==> src/hdl/mfpl_pkg.sv <==
// shared constants and types for the majority filtered press latch
package mfpl_pkg;

    // default window length and its legal range
    localparam int WINDOW_DEFAULT = 8;
    localparam int WINDOW_MIN     = 1;
    localparam int WINDOW_MAX     = 64;

    // field widths
    localparam int MS_W   = 16;
    localparam int HOLD_W = 17;

    // hold limit after reset, and the saturation point of the hold timer
    localparam logic [MS_W-1:0]   HOLD_LIMIT_RESET = 16'd1000;
    localparam logic [HOLD_W-1:0] HOLD_MAX         = 17'h1FFFF;

    // per-request control handed from the filter to the hold timer
    typedef struct packed {
        logic            fire;
        logic            level_next;
        logic [MS_W-1:0] elapsed_ms;
    } step_t;

endpackage

==> src/hdl/mfpl_if.sv <==
// request channels: raw sample input and latch result output
interface mfpl_sample_if;
    logic                        valid;
    logic                        ready;
    logic                        sample_bit;
    logic [mfpl_pkg::MS_W-1:0]   elapsed_ms;

    modport source (output valid, output sample_bit, output elapsed_ms, input ready);
    modport sink   (input valid, input sample_bit, input elapsed_ms, output ready);
endinterface

interface mfpl_result_if;
    logic valid;
    logic ready;
    logic pressed;
    logic filtered_level;

    modport source (output valid, output pressed, output filtered_level, input ready);
    modport sink   (input valid, input pressed, input filtered_level, output ready);
endinterface

==> src/hdl/mfpl_cell.sv <==
// one window cell: holds a sample bit and passes it on at every accepted request
module mfpl_cell (
    input  logic clk,
    input  logic rst_n,
    input  logic shift,
    input  logic d,
    output logic q
);

    logic bit_reg;
    logic bit_next;

    // take the neighbor's bit on a shift
    always_comb
    begin
        bit_next = shift ? d : bit_reg;
    end

    always_ff @(posedge clk or negedge rst_n)
    begin
        if (!rst_n)
        begin
            bit_reg <= 1'b0;
        end
        else
        begin
            bit_reg <= bit_next;
        end
    end

    assign q = bit_reg;

endmodule

==> src/hdl/mfpl_hold_timer.sv <==
// press latch with release hold timer
module mfpl_hold_timer (
    input  logic                          clk,
    input  logic                          rst_n,
    input  mfpl_pkg::step_t               step,
    input  logic [mfpl_pkg::MS_W-1:0]     hold_limit_ms,
    output logic                          pressed_next
);

    logic                          pressed_reg;
    logic                          running_reg;
    logic [mfpl_pkg::HOLD_W-1:0]   elapsed_reg;
    logic                          pressed_nx;
    logic                          running_next;
    logic [mfpl_pkg::HOLD_W-1:0]   elapsed_next;
    logic [mfpl_pkg::HOLD_W:0]     sum;

    assign sum = {1'b0, elapsed_reg} + (mfpl_pkg::HOLD_W + 1)'(step.elapsed_ms);

    // advance timer, release check, then press logic on the new level
    always_comb
    begin
        pressed_nx   = pressed_reg;
        running_next = running_reg;
        elapsed_next = elapsed_reg;
        if (running_reg)
        begin
            elapsed_next = sum[mfpl_pkg::HOLD_W] ? mfpl_pkg::HOLD_MAX
                                                 : sum[mfpl_pkg::HOLD_W-1:0];
        end
        if (elapsed_next > (mfpl_pkg::HOLD_W)'(hold_limit_ms))
        begin
            elapsed_next = '0;
            running_next = 1'b0;
            pressed_nx   = 1'b0;
        end
        if (step.level_next && !pressed_nx)
        begin
            pressed_nx   = 1'b1;
            running_next = 1'b0;
            elapsed_next = '0;
        end
        if (!step.level_next && pressed_nx)
        begin
            running_next = 1'b1;
        end
    end

    always_ff @(posedge clk or negedge rst_n)
    begin
        if (!rst_n)
        begin
            pressed_reg <= 1'b0;
            running_reg <= 1'b0;
            elapsed_reg <= '0;
        end
        else if (step.fire)
        begin
            pressed_reg <= pressed_nx;
            running_reg <= running_next;
            elapsed_reg <= elapsed_next;
        end
    end

    assign pressed_next = pressed_nx;

    // an idle timer holds no time
    a_idle_zero: assert property (@(posedge clk) disable iff (!rst_n)
        !running_reg |-> elapsed_reg == '0)
        else $error("hold timer idle with time accumulated");

    // the timer only runs while the latch is pressed
    a_run_pressed: assert property (@(posedge clk) disable iff (!rst_n)
        running_reg |-> pressed_reg)
        else $error("hold timer running while not pressed");

endmodule

==> src/hdl/majority_filtered_press_latch.sv <==
// top level: window cell chain, majority decision, hold timer and result register
//
//  channel   | dir | handshake          | payload
//  samples   | in  | valid/ready        | sample_bit, elapsed_ms
//  results   | out | valid/ready        | pressed, filtered_level
//  cfg       | in  | cfg_we (no ready)  | cfg_wdata -> hold_limit_ms
//
// one request per cycle when not stalled; its result is registered in the cycle after
// the cell chain shifts and the ones counter and hold timer update in the accept cycle
// reset clears the window, level, latch and timer, and loads a hold limit of 1000 ms
// a held result stalls input only when it is not taken in the same cycle
module majority_filtered_press_latch #(
    parameter int WINDOW = mfpl_pkg::WINDOW_DEFAULT
) (
    input  logic                        clk,
    input  logic                        rst_n,
    mfpl_sample_if.sink                 samples,
    mfpl_result_if.source               results,
    input  logic                        cfg_we,
    input  logic [mfpl_pkg::MS_W-1:0]   cfg_wdata
);

    localparam int CW = $clog2(WINDOW + 1);
    localparam logic [CW:0] WIN_C = (CW + 1)'(WINDOW);

    logic                        fire;
    logic [WINDOW-1:0]           window_bits;
    logic                        oldest;
    logic [CW-1:0]               ones_reg;
    logic [CW-1:0]               ones_next;
    logic                        level_reg;
    logic                        level_next;
    logic [CW:0]                 same;
    logic [mfpl_pkg::MS_W-1:0]   hold_limit_reg;
    logic                        pressed_next;
    mfpl_pkg::step_t             step;
    logic                        out_valid_reg;
    logic                        out_valid_next;
    logic                        out_pressed_reg;
    logic                        out_level_reg;

    assign samples.ready = !out_valid_reg || results.ready;
    assign fire          = samples.valid && samples.ready;

    // hold limit register
    always_ff @(posedge clk or negedge rst_n)
    begin
        if (!rst_n)
        begin
            hold_limit_reg <= mfpl_pkg::HOLD_LIMIT_RESET;
        end
        else if (cfg_we)
        begin
            hold_limit_reg <= cfg_wdata;
        end
    end

    // sample window as a chain of cells, newest at cell zero
    genvar i;
    generate
        for (i = 0; i < WINDOW; i++)
        begin : g_cell
            if (i == 0)
            begin : g_head
                mfpl_cell u_cell (
                    .clk   (clk),
                    .rst_n (rst_n),
                    .shift (fire),
                    .d     (samples.sample_bit),
                    .q     (window_bits[0])
                );
            end
            else
            begin : g_body
                mfpl_cell u_cell (
                    .clk   (clk),
                    .rst_n (rst_n),
                    .shift (fire),
                    .d     (window_bits[i-1]),
                    .q     (window_bits[i])
                );
            end
        end
    endgenerate

    assign oldest = window_bits[WINDOW-1];

    // running count of ones after the new sample replaces the oldest
    assign ones_next = ones_reg + CW'(samples.sample_bit) - CW'(oldest);

    // majority decision, ties go to the new sample
    always_comb
    begin
        same       = samples.sample_bit ? {1'b0, ones_next} : WIN_C - {1'b0, ones_next};
        level_next = level_reg;
        if (samples.sample_bit != level_reg)
        begin
            if ({same[CW-1:0], 1'b0} >= WIN_C)
            begin
                level_next = samples.sample_bit;
            end
        end
    end

    always_ff @(posedge clk or negedge rst_n)
    begin
        if (!rst_n)
        begin
            ones_reg  <= '0;
            level_reg <= 1'b0;
        end
        else if (fire)
        begin
            ones_reg  <= ones_next;
            level_reg <= level_next;
        end
    end

    // hold timer and press latch
    assign step.fire       = fire;
    assign step.level_next = level_next;
    assign step.elapsed_ms = samples.elapsed_ms;

    mfpl_hold_timer u_timer (
        .clk           (clk),
        .rst_n         (rst_n),
        .step          (step),
        .hold_limit_ms (hold_limit_reg),
        .pressed_next  (pressed_next)
    );

    // result register
    always_comb
    begin
        out_valid_next = out_valid_reg;
        if (fire)
        begin
            out_valid_next = 1'b1;
        end
        else if (results.ready)
        begin
            out_valid_next = 1'b0;
        end
    end

    always_ff @(posedge clk or negedge rst_n)
    begin
        if (!rst_n)
        begin
            out_valid_reg <= 1'b0;
        end
        else
        begin
            out_valid_reg <= out_valid_next;
        end
    end

    always_ff @(posedge clk)
    begin
        if (fire)
        begin
            out_pressed_reg <= pressed_next;
            out_level_reg   <= level_next;
        end
    end

    assign results.valid          = out_valid_reg;
    assign results.pressed        = out_pressed_reg;
    assign results.filtered_level = out_level_reg;

    // the ones counter tracks the cell contents
    a_count: assert property (@(posedge clk) disable iff (!rst_n)
        ones_reg == CW'($countones(window_bits)))
        else $error("ones count out of step with window cells");

    // a high filtered level always leaves the latch pressed
    a_level_press: assert property (@(posedge clk) disable iff (!rst_n)
        results.valid && results.filtered_level |-> results.pressed)
        else $error("high level reported without press");

    // a result that is not taken blocks the next request
    a_stall: assert property (@(posedge clk) disable iff (!rst_n)
        results.valid && !results.ready |-> !samples.ready)
        else $error("request accepted over a waiting result");

    // a request always leaves a result behind it
    a_result: assert property (@(posedge clk) disable iff (!rst_n)
        fire |=> results.valid)
        else $error("accepted request produced no result");

endmodule

==> src/flat_wrapper.sv <==
// flat-port wrapper written by rule: the top's interface ports become plain ports
module majority_filtered_press_latch_flat 
#(
    parameter int WINDOW = mfpl_pkg::WINDOW_DEFAULT
)
  (clk, rst_n, cfg_we, cfg_wdata, samples_valid, samples_sample_bit, samples_elapsed_ms, samples_ready, results_valid, results_pressed, results_filtered_level, results_ready);
  mfpl_sample_if samples_i ();
  mfpl_result_if results_i ();
  input  logic clk;
  input  logic rst_n;
  input  logic cfg_we;
  input  logic [mfpl_pkg::MS_W-1:0] cfg_wdata;
  input wire logic [$bits(samples_i.valid)-1:0] samples_valid;
  input wire logic [$bits(samples_i.sample_bit)-1:0] samples_sample_bit;
  input wire logic [$bits(samples_i.elapsed_ms)-1:0] samples_elapsed_ms;
  output wire logic [$bits(samples_i.ready)-1:0] samples_ready;
  output wire logic [$bits(results_i.valid)-1:0] results_valid;
  output wire logic [$bits(results_i.pressed)-1:0] results_pressed;
  output wire logic [$bits(results_i.filtered_level)-1:0] results_filtered_level;
  input wire logic [$bits(results_i.ready)-1:0] results_ready;
  assign samples_i.valid = samples_valid;
  assign samples_i.sample_bit = samples_sample_bit;
  assign samples_i.elapsed_ms = samples_elapsed_ms;
  assign samples_ready = samples_i.ready;
  assign results_valid = results_i.valid;
  assign results_pressed = results_i.pressed;
  assign results_filtered_level = results_i.filtered_level;
  assign results_i.ready = results_ready;
  majority_filtered_press_latch #(.WINDOW(WINDOW)) u_core (.clk(clk), .rst_n(rst_n), .samples(samples_i), .results(results_i), .cfg_we(cfg_we), .cfg_wdata(cfg_wdata));
endmodule
==> config.mk <==
export PLATFORM = sky130hd
export DESIGN_NAME = majority_filtered_press_latch_flat
export DESIGN_NICKNAME = d
export VERILOG_FILES = /design/src/hdl/mfpl_pkg.sv /design/src/hdl/mfpl_if.sv /design/src/hdl/mfpl_cell.sv /design/src/hdl/mfpl_hold_timer.sv /design/src/hdl/majority_filtered_press_latch.sv /design/src/flat_wrapper.sv
export SDC_FILE = /design/constraint.sdc
export NUM_CORES = 1
export LEC_CHECK = 0
export BUFFER_PORTS_ARGS = -buffer_cell sky130_fd_sc_hd__buf_2
export CAP_MARGIN = 20
export CORE_MARGIN = 2
export CORE_UTILIZATION = 55
export CTS_BUF_LIST = sky130_fd_sc_hd__clkbuf_8
export DETAILED_ROUTE_END_ITERATION = 12
export HOLD_SLACK_MARGIN = 0.08
export PLACE_DENSITY = 0.76
export SYNTH_ARGS = -nofsm -noshare
export SYNTH_HDL_FRONTEND = slang
export SYNTH_SLANG_ARGS = --single-unit
==> constraint.sdc <==
create_clock -name clk -period 5 [get_ports clk]
set_clock_uncertainty 0.1 [all_clocks]
set_input_delay 0.25 -clock clk [delete_from_list [all_inputs] [get_ports clk]]
set_output_delay 0.25 -clock clk [all_outputs]
set_load 0.01 [all_outputs]
==> out/results.ini, run 1 <==
[run_status]
status=finished clean

[placement]
dp_hpwl_um=5620
dp.cells=479
gp_congestion=0.880
numPortBuffers=41

[sta]
whs_ns=0.0837
worst_pin_slew_ns=0.714
relSlewSlack_pct=51.9
fin_tns_setup_ns=0
slew_viol_final=0
setup_violations=0
post-route-period-util_pct=92.5
rsz0062_at_grt=no
fmax_mhz=216
hold_violations=0
fin_crit_ns=4.62

[finish]
area_delta_synth_final_pct=14.8
fin_util_pct=64.2
largest_register_ffs=17
layout_common_cells=nand2_1, dfrtp_1, buf_2
num_antenna_cells=0
final_common_cell=nand2_1
final_cells=506
num-fill-cells=536
final_layout_size_suffix_gt1_share_pct=20.0
final_nets=504

[route]
wire_per_inst_um=15.1
vias_per_cell=5.79
drc=0
vias=2928
finalWirelength_um=7620
drt-pass1-iter-count=4
ant_nets=0
dr.first_iter.drc_count=223

[hold_path]
min_from=cfg_wdata[5]
hp-class=in2reg
holdPathStages=3
holdPathEnd=u_core.hold_limit_reg[5]

[yosys]
synth_ff_type=dfrtp_1
yosys-top-cells-area=dfrtp_1, ha_1, nand2_1
ys_ff_latch=51
async_flop_share_pct=96.1
synth_top_area_share_pct=30.7
synth_area_leader_cell=dfrtp_1
syn_area_per_cell_um2=9.46
ys_seq_area_share_pct=36.9
synthesis.area_mm2=0.00351
synth-edff-count=2
ys_warn_count=0
syn_nets=447
synthDistinctLibCells=67
netlist_instances=371

[setup_path]
crit_path_start=u_core.u_timer.elapsed_reg[0]
cp.arrival_ns=4.71
r2r_cells=16
reg2reg_from=u_core.u_timer.elapsed_reg[0]
worstSetupStartpointType=flop
crit_type=reg2reg
worstReg2RegEnd=u_core.u_timer.elapsed_reg[6]
worstSetupEndpointType=flop
critical_path_required_ns=5.09
rrSetupSlack_ns=0.38
path_max_fanout=15

[clock_network]
clk_pin_slew_worst_paths_ns=0.09
cts_tree=yes
clock-sinks=51
numCtsBuffers=5
cts_max_path_buffers=2
htreeDepth=2
cts_root_buf=clkbuf_8
postCtsSetupRepairBufs=0
insertion_delay_ns=0.30

[grt]
grt_pass1_wl_um=12800
antenna_found_initial=0
overflow=0
track_usage_pct=22.0
grt_max_degree=50
grt_pass1_vias=2761

[pwr]
finalPower_mw=2.09
vdd_drop_max_v=0.000225
p_leak_nw=1.97
p_per_area_mw_per_mm2=517

[run]
cap_violations=0

[floorplanning]
fp.dieW_um=83.9
rows=29
start_util_pct=55.9
io_pins=42
core_area_mm2=0.00628
dieArea_mm2=0.00704
die_h_um=83.9

cells by family after synthesis:
| kind of cell | synth area share, % |
|---|---|
| AOI/OAI and AO/OA | 24.0 |
| xor gates and xnor gates | 3.49 |
| adders and majority gates | 14.0 |
| buffers and inverters | 6.42 |
| DFF | 36.9 |
| muxes | 0.927 |
| and+or+nand+nor | 14.4 |
worst max-delay path: stages (launching register included):
cell,delay [ns]
dfrtp_1,0.40
ha_1,0.21
fa_1,0.41
a21o_1,0.20
a221oi_1,0.37
o21ai_0,0.28
a221o_1,0.38
o32a_2,0.35
ha_1,0.30
nand2_1,0.08
nor4_2,0.33
o31a_1,0.18
a2111oi_0,0.06
a211o_2,0.30
and3b_1,0.16
buf_4,0.18
a22o_2,0.21
stage by stage:
stage,worst slack [ns],area [um^2]
finish,0.375,4030
detailed placement,0.371,3720
floorplan,0.729,3510
global placement,0.538,3720
CTS,0.328,3980
global route,0.0500,4030
power breakdown:
group | internal, mW | switching [mW]
sequential | 0.530 | 0.0685
combinational | 0.561 | 0.699
clock | 0.0960 | 0.131
total | 1.19 | 0.899
what timing repair did:
item | 4_1_cts | 5_1_grt
endpoints found under the hold margin | 34 | 0
gates resized for setup | 0 | 1
endpoints found under the setup margin | 0 | 11
hold buffers | 17 | 0
worst max path at each step:
stage / cells after the start / end
6_report: 16 / u_core.u_timer.elapsed_reg[6]
5_1_grt: 18 / u_core.u_timer.elapsed_reg[5]
4_1_cts: 16 / u_core.u_timer.elapsed_reg[5]
3_5_place_dp: 16 / u_core.u_timer.elapsed_reg[6]
3_3_place_gp: 16 / u_core.u_timer.elapsed_reg[9]
2_1_floorplan: 17 / u_core.u_timer.elapsed_reg[10]
synthesized netlist by cell type, drive strengths merged (2+ instances only):
cell type,instances
o31ai,2
mux2,2
a2111oi,3
buf,5
nand3,5
nand2,64
dfstp,6
nand4,3
ha,36
dfrtp,43
o22ai,3
a22oi,3
xor2,4
nor3,5
a22o,15
clkbuf,8
o22a,12
o21ai,30
and3,3
a221o,2
xnor2,10
nor2,11
and2,3
a21o,5
nor2b,2
o211ai,2
and4,2
fa,2
edfxtp,2
inv,28
a211oi,2
o211a,2
a21oi,18
a221oi,2
o2bb2ai,2
nand2b,4
layout make-up:
cell class	count	area [um^2]	share of cell area [%]
multi-input cells	278	2000	49.5
flip-flops and latches	51	1290	32.1
repair buffers	64	453	11.2
inverters	28	105	2.61
well taps	77	96.3	2.39
clock buffers	5	68.8	1.71
clock inverters	3	16.3	0.404
layer usage:
metal	vias to the layer above	share of wire (%)	global-route usage, %
met2	55	47	35.1
met4	0	0.71	4.55
met1	1411	49	32.3
met3	5	3.2	2.97
li1	1457	-	-
met5	-	0	0
No activity file was read; power rests on OpenSTA's default activity.
==> inputs of run 2 (changes only) <==
--- a/config.mk
+++ b/config.mk
@@ -6,13 +6,14 @@
 export NUM_CORES = 1
 export LEC_CHECK = 0
 export BUFFER_PORTS_ARGS = -buffer_cell sky130_fd_sc_hd__buf_2
-export CAP_MARGIN = 20
+export CAP_MARGIN = 30
 export CORE_MARGIN = 2
 export CORE_UTILIZATION = 55
 export CTS_BUF_LIST = sky130_fd_sc_hd__clkbuf_8
 export DETAILED_ROUTE_END_ITERATION = 12
 export HOLD_SLACK_MARGIN = 0.08
-export PLACE_DENSITY = 0.76
+export PLACE_DENSITY = 0.75
 export SYNTH_ARGS = -nofsm -noshare
 export SYNTH_HDL_FRONTEND = slang
+export SYNTH_HIERARCHICAL = 1
 export SYNTH_SLANG_ARGS = --single-unit
==> run 2 against run 1 <==
Net effect: cell area rose by 8.4%; setup slack improved by 0.045 ns; combinational power rose by 32%; register-to-register slack improved by 0.04 ns; global-route usage rose by 1.3 points; critical path depth fell by 1; utilization rose by 0.071 points; flip-flop and latch count did not move; area after synthesis rose by 9.9%; synthesized cell count fell by 2.7%; clock power rose by 2%; largest cell class unchanged; highest routed layer unchanged.
==> out/results.ini, run 2 <==
[sta]
whs_ns=0.0868
relSlewSlack_pct=48.9
fin_tns_setup_ns=0
fmax_mhz=218
post-route-period-util_pct=91.6
rsz0062_at_grt=no
fin_crit_ns=4.58
setup_violations=0
hold_violations=0
worst_pin_slew_ns=0.766
slew_viol_final=0

[clock_network]
insertion_delay_ns=0.30
cts_resized=0
cts_hold_buf=13
cts_root_buf=clkbuf_8
clock-sinks=51
cts_max_path_buffers=2
htreeDepth=2
clk_pin_slew_worst_paths_ns=0.09
cts_tree=yes
numCtsBuffers=5
postCtsSetupRepairBufs=0

[finish]
regArea_mm2=0.00129
multi_input_area_mm2=0.00240
final_nets=492
final_layout_size_suffix_gt1_share_pct=28.1
area_delta_synth_final_pct=13.2
final_cell_area_mm2=0.00437
fin_util_pct=64.3
num_antenna_cells=0
largest_register_ffs=17
layout_common_cells=dfrtp_1, buf_2, ha_1
num-fill-cells=572
final_common_cell=dfrtp_1

[grt]
busiest_layer=met2
grt_max_degree=50
grtUsageMet1_pct=27.9
overflow=0
grt_pass1_wl_um=14200
track_usage_pct=23.3
use_met3_pct=3.20
grt_use_met2_pct=42.3
grt_pass1_vias=3139
antenna_found_initial=0

[hold_path]
holdPathEnd=u_core/hold_limit_reg[11]
holdPathStages=2
hp-class=in2reg
min_from=cfg_wdata[11]

[placement]
gp_congestion=0.848
placed_cell_area_mm2=0.00415
numPortBuffers=41
dp_hpwl_um=6170

[floorplanning]
core_area_mm2=0.00679
fp.dieW_um=87.8
start_util_pct=56.8
io_pins=42
dieArea_mm2=0.00770
rows=30
die_h_um=87.8

[setup_path]
r2r_cells=15
worstReg2RegEnd=u_core/u_timer/elapsed_reg[7]
critical_path_required_ns=5.14
worstSetupEndpointType=flop
crit_type=reg2reg
cp.arrival_ns=4.72
path_max_fanout=12
reg2reg_from=u_core/u_timer/elapsed_reg[14]
rrSetupSlack_ns=0.42
worstSetupStartpointType=flop

[yosys]
netlist_instances=361
ys_ff_latch=51
syn_nets=437
synth_area_leader_cell=dfrtp_1
synthesis.area_mm2=0.00386
syn_area_per_cell_um2=10.7
ys_seq_area_share_pct=33.5
synthDistinctLibCells=68
synth_most_common_cell=dfrtp_1
synth-edff-count=2
async_flop_share_pct=96.1
yosys-top-cells-area=dfrtp_1, ha_1, a31oi_4
synth_ff_type=dfrtp_1
synth_top_area_share_pct=27.9
synth_commonest_cells=dfrtp_1, ha_1, inv_1
ys_warn_count=6

[route]
vias_per_cell=5.75
dr.first_iter.drc_count=119
ant_nets=0
wire_per_inst_um=15.6
drc=0
drt-pass1-iter-count=4
vias=2949
finalWirelength_um=8000

[pwr]
finalPower_mw=2.53
p_per_area_mw_per_mm2=579
vdd_drop_max_v=0.000386
p_leak_nw=1.94

[run_status]
status=finished clean

[run]
cap_violations=0

[run 2: cell types whose count changed in the layout (fill, tap and decap cells not counted), moves of 9 or more]
cell and delta:
nor2_1 +14, a32o_1 +13, mux2_2 +15, a31oi_4 +10, a22o_1 -9, nand2_1 -51, o21ai_0 -16
[run 2: power by group]
group	internal [mW]	switching, mW	leakage (nW)
Clock	0.0961	0.136	0.0453
Sequential	0.545	0.0887	0.609
Combinational	0.742	0.918	1.28
Total	1.38	1.14	1.94
[run 2: critical path, stage by stage, from the launching register on]
cell,delay (ns)
dfrtp_1,0.41
ha_1,0.35
a21o_1,0.24
a21oi_4,0.22
nor3b_4,0.27
a22oi_4,0.13
nand2_2,0.47
and4_4,0.35
a21oi_1,0.08
ha_1,0.32
a21oi_1,0.18
nand3b_1,0.12
a2111oi_1,0.46
o211a_1,0.41
buf_4,0.22
a32o_1,0.18
[run 2: layout make-up]
| type | instances | area share [%] |
|---|---|---|
| Timing Repair Buffer | 58 | 8.37 |
| Clock inverter | 3 | 0.372 |
| Clock buffer | 5 | 1.58 |
| Inverter | 28 | 2.41 |
| Multi-Input combinational cell | 272 | 54.9 |
| Tap cell | 96 | 2.75 |
| Sequential cell | 51 | 29.6 |
[run 2: cells by family (layout without fill, tap and decap cells)]
family | Yosys count | after routing | share of synthesized area, %
fa+ha+maj | 38 | 38 | 12.7
mux | 25 | 25 | 8.07
flops | 51 | 51 | 33.5
xor+xnor | 15 | 15 | 3.40
simple gates | 83 | 83 | 11.2
buf+inv | 38 | 94 | 4.34
compound gates | 111 | 111 | 26.7
[run 2: per-layer routing]
layer  wire, um  part of all wire (%)
met1       3460                    43
met4        187                   2.3
met5          0                     0
met2       4130                    52
met3        222                   2.8
[run 2: worst max path at each step]
stage | start | endpoint | slack, ns | cells after the start
2_1_floorplan | u_core/u_timer/elapsed_reg[0] | u_core/u_timer/elapsed_reg[10] | 1.16 | 15
3_3_place_gp | u_core/u_timer/elapsed_reg[0] | u_core/u_timer/elapsed_reg[9] | 0.71 | 15
3_5_place_dp | u_core/u_timer/elapsed_reg[14] | u_core/u_timer/elapsed_reg[7] | 0.48 | 15
4_1_cts | u_core/u_timer/elapsed_reg[14] | u_core/u_timer/elapsed_reg[7] | 0.45 | 15
5_1_grt | u_core/u_timer/elapsed_reg[14] | u_core/u_timer/elapsed_reg[11] | 0.20 | 15
6_report | u_core/u_timer/elapsed_reg[14] | u_core/u_timer/elapsed_reg[7] | 0.42 | 15
[run 2: stage by stage]
stage / worst slack (ns) / std cells
global placement: 0.709 / 492
CTS: 0.451 / 513
finish: 0.420 / 513
floorplan: 1.16 / 361
detailed placement: 0.484 / 492
global route: 0.202 / 513
==> inputs of run 3 (changes only) <==
--- a/config.mk
+++ b/config.mk
@@ -8,12 +8,10 @@
 export BUFFER_PORTS_ARGS = -buffer_cell sky130_fd_sc_hd__buf_2
 export CAP_MARGIN = 30
 export CORE_MARGIN = 2
-export CORE_UTILIZATION = 55
+export CORE_UTILIZATION = 25
 export CTS_BUF_LIST = sky130_fd_sc_hd__clkbuf_8
 export DETAILED_ROUTE_END_ITERATION = 12
 export HOLD_SLACK_MARGIN = 0.08
-export PLACE_DENSITY = 0.75
 export SYNTH_ARGS = -nofsm -noshare
 export SYNTH_HDL_FRONTEND = slang
-export SYNTH_HIERARCHICAL = 1
 export SYNTH_SLANG_ARGS = --single-unit
==> run 3 against run 2 <==
Net effect: total power fell by 18%; via count fell by 3.2%; utilization fell by 34 points; sequential power fell by 5.7%; global-route usage fell by 12 points; routed wire length rose by 1.9%; critical path depth did not move; count of clock-buffer cells in the layout did not move; maximum frequency fell by 2.1%; register-to-register slack got worse by 0.10 ns; sequential share of layout area rose by 1.6 points; combinational power fell by 25%.
==> out/results.ini, run 3 (synthesized netlist as in run 1, its figures left out) <==
[hold_path]
hp-class=in2reg

[clock_network]
numCtsBuffers=5
cts_tree=yes
clock-sinks=51
cts_max_path_buffers=2
insertion_delay_ns=0.32
cts_root_buf=clkbuf_8
clk_pin_slew_worst_paths_ns=0.11
postCtsSetupRepairBufs=0
htreeDepth=2

[placement]
dp.cells=581
dp_hpwl_um=6140
numPortBuffers=41
gp_congestion=0.839

[run]
cap_violations=0

[setup_path]
crit_path_start=u_core.u_timer.elapsed_reg[14]
path_max_fanout=15
rrSetupSlack_ns=0.32
worstSetupEndpoint=u_core.u_timer.elapsed_reg[8]
crit_family=compound AO/OA/AOI/OAI gates
critical_path_required_ns=5.11
reg2reg_from=u_core.u_timer.elapsed_reg[14]
path_cells=ha_1, a21oi_1, o211ai_1, and3_2, o31ai_2, nand2_2, o32a_2, ha_1, nand2_1, nor4_1, o31a_1, a2111oi_0, a211o_2, and3b_2, a22o_2
worst-path-stages=15
slowest_delay_ns=0.47
worstSetupEndpointType=flop
worstSetupStartpointType=flop
slowest_stage=o32a_2
crit_type=reg2reg
path_buf_inv=0
crit_top_cell=ha_1
worstReg2RegEnd=u_core.u_timer.elapsed_reg[8]
cp.arrival_ns=4.79
r2r_cells=15

[finish]
regArea_mm2=0.00129
final_nets=503
layout_common_cells=nand2_1, dfrtp_1, buf_2
final_layout_size_suffix_gt1_share_pct=20.3
final_common_cell=nand2_1
final_cells=608
area_delta_synth_final_pct=17.9
num_antenna_cells=0
multi_input_area_mm2=0.00201
num-fill-cells=1478
largest_register_ffs=17

[run_status]
status=finished clean

[sta]
fin_tns_setup_ns=0
relSlewSlack_pct=57.4
post-route-period-util_pct=93.6
fmax_mhz=214
rsz0062_at_grt=no
slew_viol_final=0
setup_violations=0
fin_crit_ns=4.68
hold_violations=0
worst_pin_slew_ns=0.632

[route]
ant_nets=0
drt-pass1-iter-count=5
drc=0
finalWirelength_um=8150
wire_per_inst_um=13.4
dr.first_iter.drc_count=137
vias=2855
vias_per_cell=4.70

[grt]
busiest_layer=met2
use_met3_pct=1.81
grt_use_met2_pct=17.2
grt_pass1_vias=2728
grt_max_degree=50
grtUsageMet1_pct=16.5
antenna_found_initial=0
overflow=0
grt_pass1_wl_um=13600
track_usage_pct=11.5

[floorplanning]
dieArea_mm2=0.0150
fp.dieW_um=122
rows=43
io_pins=42
core_area_mm2=0.0138
start_util_pct=25.5
die_h_um=122

[pwr]
vdd_drop_max_v=0.000158
p_per_area_mw_per_mm2=502
p_leak_nw=1.94

-- run 3: layout make-up --
cell class                 instances  area share (%)
sequential                        51            31.3
inverter                          28            2.54
clock buffer                       5            1.66
multi-input combinational        278            48.5
tap                              180            5.44
clock inverter                     3           0.484
timing repair buffer              63            10.1
-- run 3: where the power goes --
| part | total (mW) | switching, mW | internal (mW) |
|---|---|---|---|
| Clock | 0.241 | 0.143 | 0.0977 |
| Combinational | 1.24 | 0.690 | 0.547 |
| Sequential | 0.598 | 0.0687 | 0.530 |
| Total | 2.08 | 0.901 | 1.17 |
-- run 3: layer usage --
| metal | up-vias | part of all wire, % |
|---|---|---|
| met5 | - | 0 |
| li1 | 1456 | - |
| met4 | 0 | 1.9 |
| met2 | 49 | 43 |
| met3 | 9 | 2.6 |
| met1 | 1341 | 52 |
-- run 3: tightest hold or removal path: stages --
cell      delay (ns)
buf_2           0.07
nand2b_1        0.12
nand2b_1        0.06
-- run 3: repair_timing --
action / 4_1_cts / 5_1_grt
setup endpoints to repair: 0 / 17
resized for setup: 0 / 4
hold buffers: 19 / 0
endpoints found under the hold margin: 61 / 0
-- run 3: worst min path at each step --
stage / start / endpoint / slack (ns) / cells after the start
2_1_floorplan: rst_n / u_core.g_cell[0].g_head.u_cell.q / -0.15 / 0
3_3_place_gp: rst_n / u_core.ones_reg[1] / 0.29 / 2
3_5_place_dp: rst_n / u_core.ones_reg[1] / 0.30 / 2
4_1_cts: results_ready / u_core.results.valid / 0.10 / 3
5_1_grt: results_ready / u_core.results.valid / 0.12 / 3
6_report: results_ready / u_core.results.valid / 0.11 / 3
-- run 3: per-stage QoR --
| step | hold slack (ns) | instance area, um^2 | setup WS, ns | util [%] | power (mW) |
|---|---|---|---|---|---|
| 2_1_floorplan | -0.146 | 3510 | 0.729 | - | 1.58 |
| 3_3_place_gp | 0.292 | 3840 | 0.223 | 27.9 | 1.79 |
| 3_5_place_dp | 0.299 | 3840 | 0.0867 | 27.9 | 1.82 |
| 4_1_cts | 0.101 | 4120 | 0.0522 | 29.9 | 2.08 |
| 5_1_grt | 0.122 | 4140 | 0.0473 | 30.0 | 2.28 |
| 6_report | 0.108 | 4140 | 0.320 | 30.0 | 2.08 |
